$ cat src/hdl/assert_macros.svh
// Assertion macros shared by the CRT controller modules.
`ifndef ASSERT_MACROS_SVH
`define ASSERT_MACROS_SVH

// Check a property on every clock edge outside reset.
`define ASSERT_CLK(label, prop, msg) \
  label: assert property (@(posedge clk) disable iff (rst) prop) else $error(msg);

// Check that an expression never holds outside reset.
`define ASSERT_NEVER(label, expr, msg) \
  label: assert property (@(posedge clk) disable iff (rst) !(expr)) else $error(msg);

`endif

$ cat src/hdl/crtc_pkg.sv
// Types and constants shared by the CRT controller register block.
package crtc_pkg;

  localparam int LEN_W   = 21;
  localparam int MUL_A_W = 13;
  localparam int MUL_B_W = 9;
  localparam int PROD_W  = MUL_A_W + MUL_B_W;

  typedef enum logic [2:0] {
    OP_WRITE_ADDR   = 3'd0,
    OP_WRITE_DATA   = 3'd1,
    OP_READ_STATUS  = 3'd2,
    OP_READ_DATA    = 3'd3,
    OP_TICK         = 3'd4,
    OP_PEN_STROBE   = 3'd5
  } op_t;

  localparam logic [4:0] REG_HTOT          = 5'd0;
  localparam logic [4:0] REG_HDISP         = 5'd1;
  localparam logic [4:0] REG_VTOT          = 5'd4;
  localparam logic [4:0] REG_VADJ          = 5'd5;
  localparam logic [4:0] REG_VDISP         = 5'd6;
  localparam logic [4:0] REG_SCAN          = 5'd9;
  localparam logic [4:0] REG_CURSOR_START  = 5'd10;
  localparam logic [4:0] REG_CURSOR_END    = 5'd11;
  localparam logic [4:0] REG_START_H       = 5'd12;
  localparam logic [4:0] REG_START_L       = 5'd13;
  localparam logic [4:0] REG_CURSOR_H      = 5'd14;
  localparam logic [4:0] REG_CURSOR_L      = 5'd15;
  localparam logic [4:0] REG_PEN_H         = 5'd16;
  localparam logic [4:0] REG_PEN_L         = 5'd17;
  localparam logic [4:0] REG_UPDATE_H      = 5'd18;
  localparam logic [4:0] REG_UPDATE_L      = 5'd19;
  localparam logic [4:0] REG_UPDATE_STROBE = 5'd31;

  localparam logic [1:0] CURSOR_STEADY  = 2'd0;
  localparam logic [1:0] CURSOR_HIDDEN  = 2'd1;
  localparam logic [1:0] CURSOR_BLINK16 = 2'd2;

  localparam logic [5:0] BLINK_OFF  = 6'd0;
  localparam logic [5:0] BLINK_FAST = 6'd16;
  localparam logic [5:0] BLINK_SLOW = 6'd32;

  localparam logic [7:0] STATUS_STROBE = 8'h80;
  localparam logic [7:0] STATUS_PEN    = 8'h40;
  localparam logic [7:0] STATUS_VBLANK = 8'h20;
  localparam logic [7:0] READ_UNMAPPED = 8'hFF;

  typedef enum logic [2:0] {
    LEN_IDLE,
    LEN_MUL_VS,
    LEN_MUL_F,
    LEN_MUL_D,
    LEN_MUL_V,
    LEN_DONE
  } len_state_t;

  typedef struct packed {
    logic [8:0] htot;
    logic [7:0] vtot;
    logic [4:0] vadj;
    logic [6:0] vdisp;
    logic [5:0] scan;
  } timing_t;

  typedef struct packed {
    logic busy;
    logic done;
  } len_status_t;

endpackage

$ cat src/hdl/crtc_mul.sv
// Registered unsigned multiplier shared by the length sequencer.
module crtc_mul (
  input  logic                        clk,
  input  logic [crtc_pkg::MUL_A_W-1:0] a,
  input  logic [crtc_pkg::MUL_B_W-1:0] b,
  output logic [crtc_pkg::PROD_W-1:0]  prod
);
  import crtc_pkg::*;

  always_ff @(posedge clk) begin
    prod <= PROD_W'(a) * PROD_W'(b);
  end

endmodule

$ cat src/hdl/crtc_len.sv
// Sequencer that recomputes frame and vblank lengths on the shared multiplier.
`include "assert_macros.svh"
module crtc_len (
  input  logic                      clk,
  input  logic                      rst,
  input  logic                      start,
  input  crtc_pkg::timing_t         timing,
  output crtc_pkg::len_status_t     status,
  output logic [crtc_pkg::LEN_W-1:0] frame_length,
  output logic [crtc_pkg::LEN_W-1:0] vblank_length
);
  import crtc_pkg::*;

  len_state_t           state;
  len_state_t           state_next;
  logic [MUL_A_W-1:0]   mul_a;
  logic [MUL_B_W-1:0]   mul_b;
  logic [PROD_W-1:0]    prod;
  logic [LEN_W-1:0]     f_hold;
  logic                 rows_ge;
  logic [7:0]           row_diff;
  logic [MUL_A_W-1:0]   adj_ext;
  logic [MUL_A_W-1:0]   v_inner;

  crtc_mul u_mul (
    .clk  (clk),
    .a    (mul_a),
    .b    (mul_b),
    .prod (prod)
  );

  assign rows_ge  = timing.vtot >= {1'b0, timing.vdisp};
  assign row_diff = rows_ge ? timing.vtot - {1'b0, timing.vdisp}
                            : {1'b0, timing.vdisp} - timing.vtot;
  assign adj_ext  = MUL_A_W'(timing.vadj);

  // Blank scanlines plus adjust, floored at zero when displayed rows exceed total.
  always_comb begin
    if (rows_ge) begin
      v_inner = prod[MUL_A_W-1:0] + adj_ext;
    end else if (adj_ext > prod[MUL_A_W-1:0]) begin
      v_inner = adj_ext - prod[MUL_A_W-1:0];
    end else begin
      v_inner = '0;
    end
  end

  always_ff @(posedge clk) begin
    if (rst) begin
      state <= LEN_IDLE;
    end else begin
      state <= state_next;
    end
  end

  always_comb begin
    state_next  = state;
    mul_a       = '0;
    mul_b       = '0;
    status.busy = 1'b1;
    status.done = 1'b0;
    case (state)
      LEN_IDLE: begin
        status.busy = 1'b0;
        if (start) begin
          state_next = LEN_MUL_VS;
        end
      end
      LEN_MUL_VS: begin
        mul_a      = MUL_A_W'(timing.vtot);
        mul_b      = MUL_B_W'(timing.scan);
        state_next = LEN_MUL_F;
      end
      LEN_MUL_F: begin
        mul_a      = prod[MUL_A_W-1:0] + adj_ext;
        mul_b      = timing.htot;
        state_next = LEN_MUL_D;
      end
      LEN_MUL_D: begin
        mul_a      = MUL_A_W'(row_diff);
        mul_b      = MUL_B_W'(timing.scan);
        state_next = LEN_MUL_V;
      end
      LEN_MUL_V: begin
        mul_a      = v_inner;
        mul_b      = timing.htot;
        state_next = LEN_DONE;
      end
      LEN_DONE: begin
        status.done = 1'b1;
        state_next  = LEN_IDLE;
      end
      default: begin
        state_next = LEN_IDLE;
      end
    endcase
  end

  always_ff @(posedge clk) begin
    if (state == LEN_MUL_D) begin
      f_hold <= prod[LEN_W-1:0];
    end
  end

  always_ff @(posedge clk) begin
    if (rst) begin
      frame_length  <= LEN_W'(1);
      vblank_length <= '0;
    end else if (state == LEN_DONE) begin
      // A zero-length frame counts as one character clock.
      frame_length  <= (f_hold == '0) ? LEN_W'(1) : f_hold;
      vblank_length <= prod[LEN_W-1:0];
    end
  end

  `ASSERT_CLK(a_start_idle, start |-> !status.busy, "length start while busy")
  `ASSERT_CLK(a_start_busy, start |=> status.busy, "length start did not launch")
  `ASSERT_CLK(a_done_idle, status.done |=> !status.busy, "sequencer did not return to idle")
  `ASSERT_NEVER(a_frame_nonzero, frame_length == '0, "frame length is zero")

endmodule

$ cat src/hdl/crt_controller_registers.sv
// Top level of the CRT controller register block.
// The result of a transaction is registered, and the next
// transaction enters in the cycle the result is taken. A data write to
// R0, R4, R5 or R9 waits while the single shared multiplier forms
// four products in sequence to rebuild the frame and vblank lengths; input
// is stalled until the result is loaded.
`include "assert_macros.svh"
module crt_controller_registers #(
  parameter int ADDR_BITS = 14,
  parameter int REG_COUNT = 32
) (
  input  logic                 clk,
  input  logic                 rst,
  input  logic                 in_valid,
  output logic                 in_stall,
  input  logic [2:0]           op,
  input  logic [7:0]           write_value,
  input  logic [ADDR_BITS-1:0] pen_address,
  output logic                 out_valid,
  input  logic                 out_stall,
  output logic [7:0]           read_value,
  output logic                 scan_all_request,
  output logic                 check_request,
  output logic [ADDR_BITS-1:0] check_address,
  output logic                 cursor_shown,
  output logic                 in_vblank
);
  import crtc_pkg::*;

  localparam logic [8:0] REG_MOD = 9'(REG_COUNT);

  logic                 accept;
  logic                 len_start;
  len_status_t          len_status;
  timing_t              timing;
  logic [LEN_W-1:0]     frame_length;
  logic [LEN_W-1:0]     vblank_length;

  logic [4:0]           selected_register;
  logic [7:0]           horizontal_displayed;
  logic [4:0]           cursor_first_line;
  logic [4:0]           cursor_last_line;
  logic [5:0]           blink_period;
  logic                 cursor_visible;
  logic [ADDR_BITS-1:0] display_start;
  logic [ADDR_BITS-1:0] cursor_address;
  logic [ADDR_BITS-1:0] update_address;
  logic [ADDR_BITS-1:0] pen_latch;
  logic                 pen_full;
  logic [5:0]           frames_counted;
  logic [LEN_W-1:0]     frame_position;

  logic [8:0]           sel_rem;
  logic [LEN_W-1:0]     pos_inc;
  logic [LEN_W-1:0]     frame_position_next;
  logic [5:0]           fc_inc;
  logic [5:0]           frames_counted_next;
  logic                 cursor_visible_next;
  logic                 blink_odd;
  logic                 vblank_now;
  logic [7:0]           data_byte;
  logic [7:0]           rv_result;

  function automatic logic [ADDR_BITS-1:0] set_high(logic [ADDR_BITS-1:0] word,
                                                    logic [7:0] v);
    logic [15:0] w;
    w = {v, word[7:0]};
    return w[ADDR_BITS-1:0];
  endfunction

  function automatic logic [ADDR_BITS-1:0] set_low(logic [ADDR_BITS-1:0] word,
                                                   logic [7:0] v);
    logic [15:0] w;
    w      = 16'(word);
    w[7:0] = v;
    return w[ADDR_BITS-1:0];
  endfunction

  function automatic logic [7:0] high_byte(logic [ADDR_BITS-1:0] word);
    logic [15:0] w;
    w = 16'(word);
    return w[15:8];
  endfunction

  assign accept     = in_valid && !in_stall;
  assign in_stall   = len_status.busy || (out_valid && out_stall);
  assign vblank_now = frame_position < vblank_length;
  assign len_start  = accept && (op == OP_WRITE_DATA) &&
                      (selected_register == REG_HTOT || selected_register == REG_VTOT ||
                       selected_register == REG_VADJ || selected_register == REG_SCAN);

  crtc_len u_len (
    .clk           (clk),
    .rst           (rst),
    .start         (len_start),
    .timing        (timing),
    .status        (len_status),
    .frame_length  (frame_length),
    .vblank_length (vblank_length)
  );

  // Reduce the selected address by subtracting scaled copies of the register count.
  always_comb begin
    sel_rem = {1'b0, write_value};
    for (int k = 3; k >= 0; k--) begin
      if (sel_rem >= (REG_MOD << k)) begin
        sel_rem = sel_rem - (REG_MOD << k);
      end
    end
  end

  // Advance the frame position; count the frame and run the cursor blink at its end.
  always_comb begin
    pos_inc             = frame_position + LEN_W'(1);
    fc_inc              = frames_counted + 6'd1;
    blink_odd           = (blink_period == BLINK_FAST) ? fc_inc[4] : fc_inc[5];
    frame_position_next = pos_inc;
    frames_counted_next = frames_counted;
    cursor_visible_next = cursor_visible;
    if (pos_inc >= frame_length) begin
      frame_position_next = '0;
      frames_counted_next = fc_inc;
      if (blink_period != BLINK_OFF && fc_inc > blink_period) begin
        if (blink_odd) begin
          cursor_visible_next = !cursor_visible;
        end
        frames_counted_next = (blink_period == BLINK_FAST) ? (fc_inc & 6'd15)
                                                           : (fc_inc & 6'd31);
      end
    end
  end

  always_comb begin
    case (selected_register)
      REG_CURSOR_H: data_byte = high_byte(cursor_address);
      REG_CURSOR_L: data_byte = cursor_address[7:0];
      REG_PEN_H:    data_byte = high_byte(pen_latch);
      REG_PEN_L:    data_byte = pen_latch[7:0];
      default:      data_byte = READ_UNMAPPED;
    endcase
  end

  always_comb begin
    case (op)
      OP_READ_STATUS: begin
        rv_result = STATUS_STROBE | (pen_full ? STATUS_PEN : 8'h00) |
                    (vblank_now ? STATUS_VBLANK : 8'h00);
      end
      OP_READ_DATA: rv_result = data_byte;
      default:      rv_result = 8'h00;
    endcase
  end

  always_ff @(posedge clk) begin
    if (rst) begin
      selected_register    <= '0;
      timing               <= '0;
      horizontal_displayed <= '0;
      cursor_first_line    <= '0;
      cursor_last_line     <= '0;
      blink_period         <= BLINK_OFF;
      cursor_visible       <= 1'b0;
      display_start        <= '0;
      cursor_address       <= '0;
      update_address       <= '0;
      pen_latch            <= '0;
      pen_full             <= 1'b0;
      frames_counted       <= '0;
      frame_position       <= '0;
    end else if (accept) begin
      case (op)
        OP_WRITE_ADDR: selected_register <= sel_rem[4:0];
        OP_WRITE_DATA: begin
          case (selected_register)
            REG_HTOT:    timing.htot          <= {1'b0, write_value} + 9'd1;
            REG_HDISP:   horizontal_displayed <= write_value;
            REG_VTOT:    timing.vtot          <= {1'b0, write_value[6:0]} + 8'd1;
            REG_VADJ:    timing.vadj          <= write_value[4:0];
            REG_VDISP:   timing.vdisp         <= write_value[6:0];
            REG_SCAN:    timing.scan          <= {1'b0, write_value[4:0]} + 6'd1;
            REG_CURSOR_START: begin
              cursor_first_line <= write_value[4:0];
              case (write_value[6:5])
                CURSOR_STEADY: begin
                  cursor_visible <= 1'b1;
                  blink_period   <= BLINK_OFF;
                end
                CURSOR_HIDDEN: begin
                  cursor_visible <= 1'b0;
                  blink_period   <= BLINK_OFF;
                end
                CURSOR_BLINK16: blink_period <= BLINK_FAST;
                default:        blink_period <= BLINK_SLOW;
              endcase
            end
            REG_CURSOR_END: cursor_last_line <= write_value[4:0];
            REG_START_H:    display_start    <= set_high(display_start, write_value);
            REG_START_L:    display_start    <= set_low(display_start, write_value);
            REG_CURSOR_H:   cursor_address   <= set_high(cursor_address, write_value);
            REG_CURSOR_L:   cursor_address   <= set_low(cursor_address, write_value);
            REG_UPDATE_H:   update_address   <= set_high(update_address, write_value);
            REG_UPDATE_L:   update_address   <= set_low(update_address, write_value);
            default: begin
            end
          endcase
        end
        OP_READ_DATA: begin
          if (selected_register == REG_PEN_H || selected_register == REG_PEN_L) begin
            pen_full <= 1'b0;
          end
        end
        OP_TICK: begin
          frame_position <= frame_position_next;
          frames_counted <= frames_counted_next;
          cursor_visible <= cursor_visible_next;
        end
        OP_PEN_STROBE: begin
          if (!pen_full) begin
            pen_full  <= 1'b1;
            pen_latch <= pen_address;
          end
        end
        default: begin
        end
      endcase
    end
  end

  // Hold the result until taken; a length write loads it when the sequencer finishes.
  always_ff @(posedge clk) begin
    if (rst) begin
      out_valid <= 1'b0;
    end else if ((accept && !len_start) || len_status.done) begin
      out_valid <= 1'b1;
    end else if (!out_stall) begin
      out_valid <= 1'b0;
    end
  end

  always_ff @(posedge clk) begin
    if (accept) begin
      read_value       <= rv_result;
      scan_all_request <= (op == OP_READ_STATUS) && !pen_full;
      check_request    <= (op == OP_WRITE_DATA) && (selected_register == REG_UPDATE_STROBE);
      check_address    <= ((op == OP_WRITE_DATA) && (selected_register == REG_UPDATE_STROBE))
                          ? update_address : '0;
    end
  end

  // State cannot move while a result waits, so these track the item just delivered.
  assign cursor_shown = cursor_visible;
  assign in_vblank    = vblank_now;

  `ASSERT_CLK(a_len_stalls, len_start |=> in_stall, "input not stalled during length update")
  `ASSERT_CLK(a_pen_rise, $rose(pen_full) |-> $past(accept) && $past(op) == OP_PEN_STROBE,
              "pen latch filled without a strobe")
  `ASSERT_CLK(a_scan_status, out_valid && scan_all_request |-> read_value[7],
              "scan request without a status byte")

endmodule
$ cat config.mk
export PLATFORM = sky130hd
export DESIGN_NAME = crt_controller_registers
export DESIGN_NICKNAME = d
export VERILOG_FILES = /design/src/hdl/crtc_pkg.sv /design/src/hdl/crtc_mul.sv /design/src/hdl/crtc_len.sv /design/src/hdl/crt_controller_registers.sv
export VERILOG_INCLUDE_DIRS = /design/src /design/src/hdl
export SDC_FILE = /design/constraint.sdc
export NUM_CORES = 1
export LEC_CHECK = 0
export BUFFER_PORTS_ARGS = -buffer_cell sky130_fd_sc_hd__buf_2
export CORE_ASPECT_RATIO = 1.5
export CORE_MARGIN = 2
export CORE_UTILIZATION = 40
export CTS_BUF_LIST = sky130_fd_sc_hd__clkbuf_4 sky130_fd_sc_hd__clkbuf_8
export DETAILED_ROUTE_END_ITERATION = 6
export MAX_ROUTING_LAYER = met4
export PLACE_DENSITY = 0.6
export SLEW_MARGIN = 25
export SYNTH_ARGS = -nofsm -noshare
export SYNTH_HDL_FRONTEND = slang
export SYNTH_HIERARCHICAL = 1
export SYNTH_SLANG_ARGS = --single-unit
$ cat constraint.sdc
create_clock -name clk -period 8.7 [get_ports clk]
set_clock_uncertainty 0.2 [all_clocks]
set_input_delay 1.74 -clock clk [delete_from_list [all_inputs] [get_ports clk]]
set_output_delay 1.74 -clock clk [all_outputs]
set_load 0.005 [all_outputs]
==> summary.md <==
| Metric | Value |
|---|---|
| Cts repair resizes | `0` |
| Initial Utilization | `40.32%` |
| Net count after synthesis | `2008` |
| Crit path DAT | `7.38 ns` |
| Status | `completed` |
| Routed vias | `12469` |
| Placed insts | `2264` |
| Combinational power share | `4.0%` |
| Synthesized area | `15400 sq um` |
| Gr usage total | `20.97%` |
| Hold buffers post-CTS | `0` |
| PD cells | `127.2 nW/um^2` |
| Post-CTS setup buffers | `0` |
| Clock share of power | `45.3%` |
| CP Class | `register to register` |
| Worst-path maximum fanout | `23` |
| Hold Slack | `0.2298 ns` |
| First-pass GRT wire length | `65920 um` |
| Slew headroom | `35.01%` |
| Clock sinks | `225` |
| Period utilization | `81.75%` |
| Fill cells | `3780` |
| CP startpoint kind | `register` |
| Final WS setup | `1.588 ns` |
| Port buffer count | `56` |
| Max-cap violations | `0` |
| Initial drt markers | `685` |
| Final Max Tran Viols | `0` |
| WP data required | `8.97 ns` |
| Worst-path clk slew | `0.07 ns` |
| # IOs | `57` |
| Place WS | `1.654 ns` |
| Final hold violation count | `0` |
| Seq pwr share | `50.7%` |
| Total wire length after detailed routing | `39720 um` |
| Total DRC errors in the routed layout | `0` |
| Routability cong. | `0.9226` |
| Largest net degree at the start of global routing | `83` |
| Initial antenna violation count | `1` |
| Final setup vio count | `0` |
| Core area | `38210 sq um` |
| Root Driver | `clkbuf_8` |
| Final TNS setup | `0 ns` |
| Switch share | `24.07%` |
| Vias in the first global route | `12901` |
| Max Root-Sink Buffers | `3` |
| Final min period | `7.112 ns` |
| Drt first pass iters | `6` |
| WL per Instance | `17.07 um` |
| Layout cells sized above 1 | `9.394%` |
| Die Ht | `244.4 um` |
| Lkg Pwr | `6.894 nW` |
| Cts bufs inserted | `35` |
| Post-Syn Area per Cell | `8.630 sq um` |
| CTS H-tree lvls | `2` |
| # rows | `88` |
| Die X | `164.2 um` |
| CP Capture Type | `register` |
| Syn Inst Count | `1785` |
| Area Overhead vs Synth | `9.186%` |
| RSZ-0062 raised after global routing | `no` |
| Peak VDD IR | `0.1010 mV` |
| Final non-filler cell total | `2327` |
| Hpwl dp | `29580 um` |
| Worst Tran Pin Value | `0.9646 ns` |
| Synth warnings | `6` |
| GRT overflow | `0` |
| Max Freq | `140.6 MHz` |
| Clock Latency Late Sink | `0.55 ns` |
| Worst min-delay path class | `register to register` |
| DIE AREA | `40130 sq um` |
| Switching Power | `0.5148 mW` |
| Internal power | `1.625 mW` |
| Pwr Total | `2.139 mW` |
| CTS tree | `done` |
| Routed Antenna Nets | `0` |
| # nets final | `2029` |
| Via-to-Cell Ratio | `5.358` |
[final cells by class]
class,count,area [sq um],share of cell area (%)
sequential,225,4955,29.46
antenna,1,2.502,0.01488
timing repair buffer,74,417.9,2.485
inverter,188,705.7,4.195
clock inverter,16,141.4,0.8406
tap,495,619.3,3.682
multi-input combinational,1282,9370,55.71
clock buffer,46,608.1,3.615
[power by group through the flow]
| stage | registers [mW] | logic, mW | clock network [mW] |
|---|---|---|---|
| 2_1_floorplan | 1.11 | 0.0502 | 0 |
| 3_3_place_gp | 1.11 | 0.0855 | 0 |
| 3_5_place_dp | 1.11 | 0.0861 | 0 |
| 4_1_cts | 1.09 | 0.0864 | 0.997 |
| 5_1_grt | 1.09 | 0.0940 | 1.04 |
| 6_report | 1.09 | 0.0858 | 0.968 |
[critical path: stages (launching register included)]
cell      delay (ns)
dfxtp_1         0.85
nor2b_1         0.67
nand2_1         0.38
inv_1           0.12
buf_4           0.32
nand2_1         0.11
o221ai_1        0.23
o21bai_1        0.42
and2_1          0.26
fa_1            0.47
fa_1            0.53
fa_1            0.54
inv_1           0.05
fa_1            0.53
inv_1           0.04
ha_1            0.36
nand2_1         0.17
nor3_2          0.23
nand3_1         0.11
o211ai_1        0.26
xor2_1          0.18
[through the flow]
step	cell area, sq um	utilization (%)
floorplan	15400	-
global route	16820	44.02
global placement	16050	42.00
detailed placement	16060	42.05
CTS	16810	44.01
finish	16820	44.02
[flip-flops by register name, summed over array words and instances (netlist names)]
name / cells
check_address: 14
cursor_address: 14
u_len/state: 3
u_len/vblank_length: 21
pen_latch: 14
update_address: 14
frames_counted: 6
check_request: 1
selected_register: 5
read_value: 8
u_len/f_hold: 21
frame_position: 21
pen_full: 1
timing: 35
u_len/u_mul/prod: 21
out_valid: 1
scan_all_request: 1
u_len/frame_length: 21
blink_period: 2
cursor_shown: 1
[cell usage in the layout, fill, tap and decap left out, types with 8 or more instances in the layout]
cell,count
nor2b_1,22
xor2_1,24
o21ai_0,45
or3_1,13
dfxtp_1,180
and2_1,88
o21ai_1,8
clkinv_2,8
a211oi_1,14
o211ai_1,11
mux2i_1,55
a21o_1,15
o21a_1,8
fa_1,82
nand3b_1,9
clkbuf_8,42
nor4_1,9
nor3_1,19
a21oi_1,137
buf_4,19
nand2b_1,14
xnor2_1,29
nand4_1,14
nor2_1,112
buf_2,55
edfxtp_1,45
ha_1,112
nand3_1,54
inv_1,186
nand2_1,253
a31oi_1,13
[final timing paths]
path	start	end	slack, ns	cells after the start
setup / recovery	u_len/state[0]$_SDFFE_PP0P_	u_len/u_mul/prod[18]$_DFF_P_	1.59	20
hold / removal	u_len/u_mul/prod[19]$_DFF_P_	u_len/f_hold[19]$_DFFE_PP_	0.23	0
setup reg to reg	u_len/state[0]$_SDFFE_PP0P_	u_len/u_mul/prod[18]$_DFF_P_	1.59	20
hold reg to reg	u_len/u_mul/prod[19]$_DFF_P_	u_len/f_hold[19]$_DFFE_PP_	0.23	0
[layer usage]
layer  routed length [um]  part of all wire (%)  GRT usage, %  up-vias
li1                     -                     -             -     6036
met1                15700                    40         22.82     6030
met2                20770                    52         37.79      295
met3                 1349                   3.4         2.086      108
met4                 1906                   4.8         9.985        0
met5                    0                     0             -        -
No activity file was read; power rests on OpenSTA's default activity.
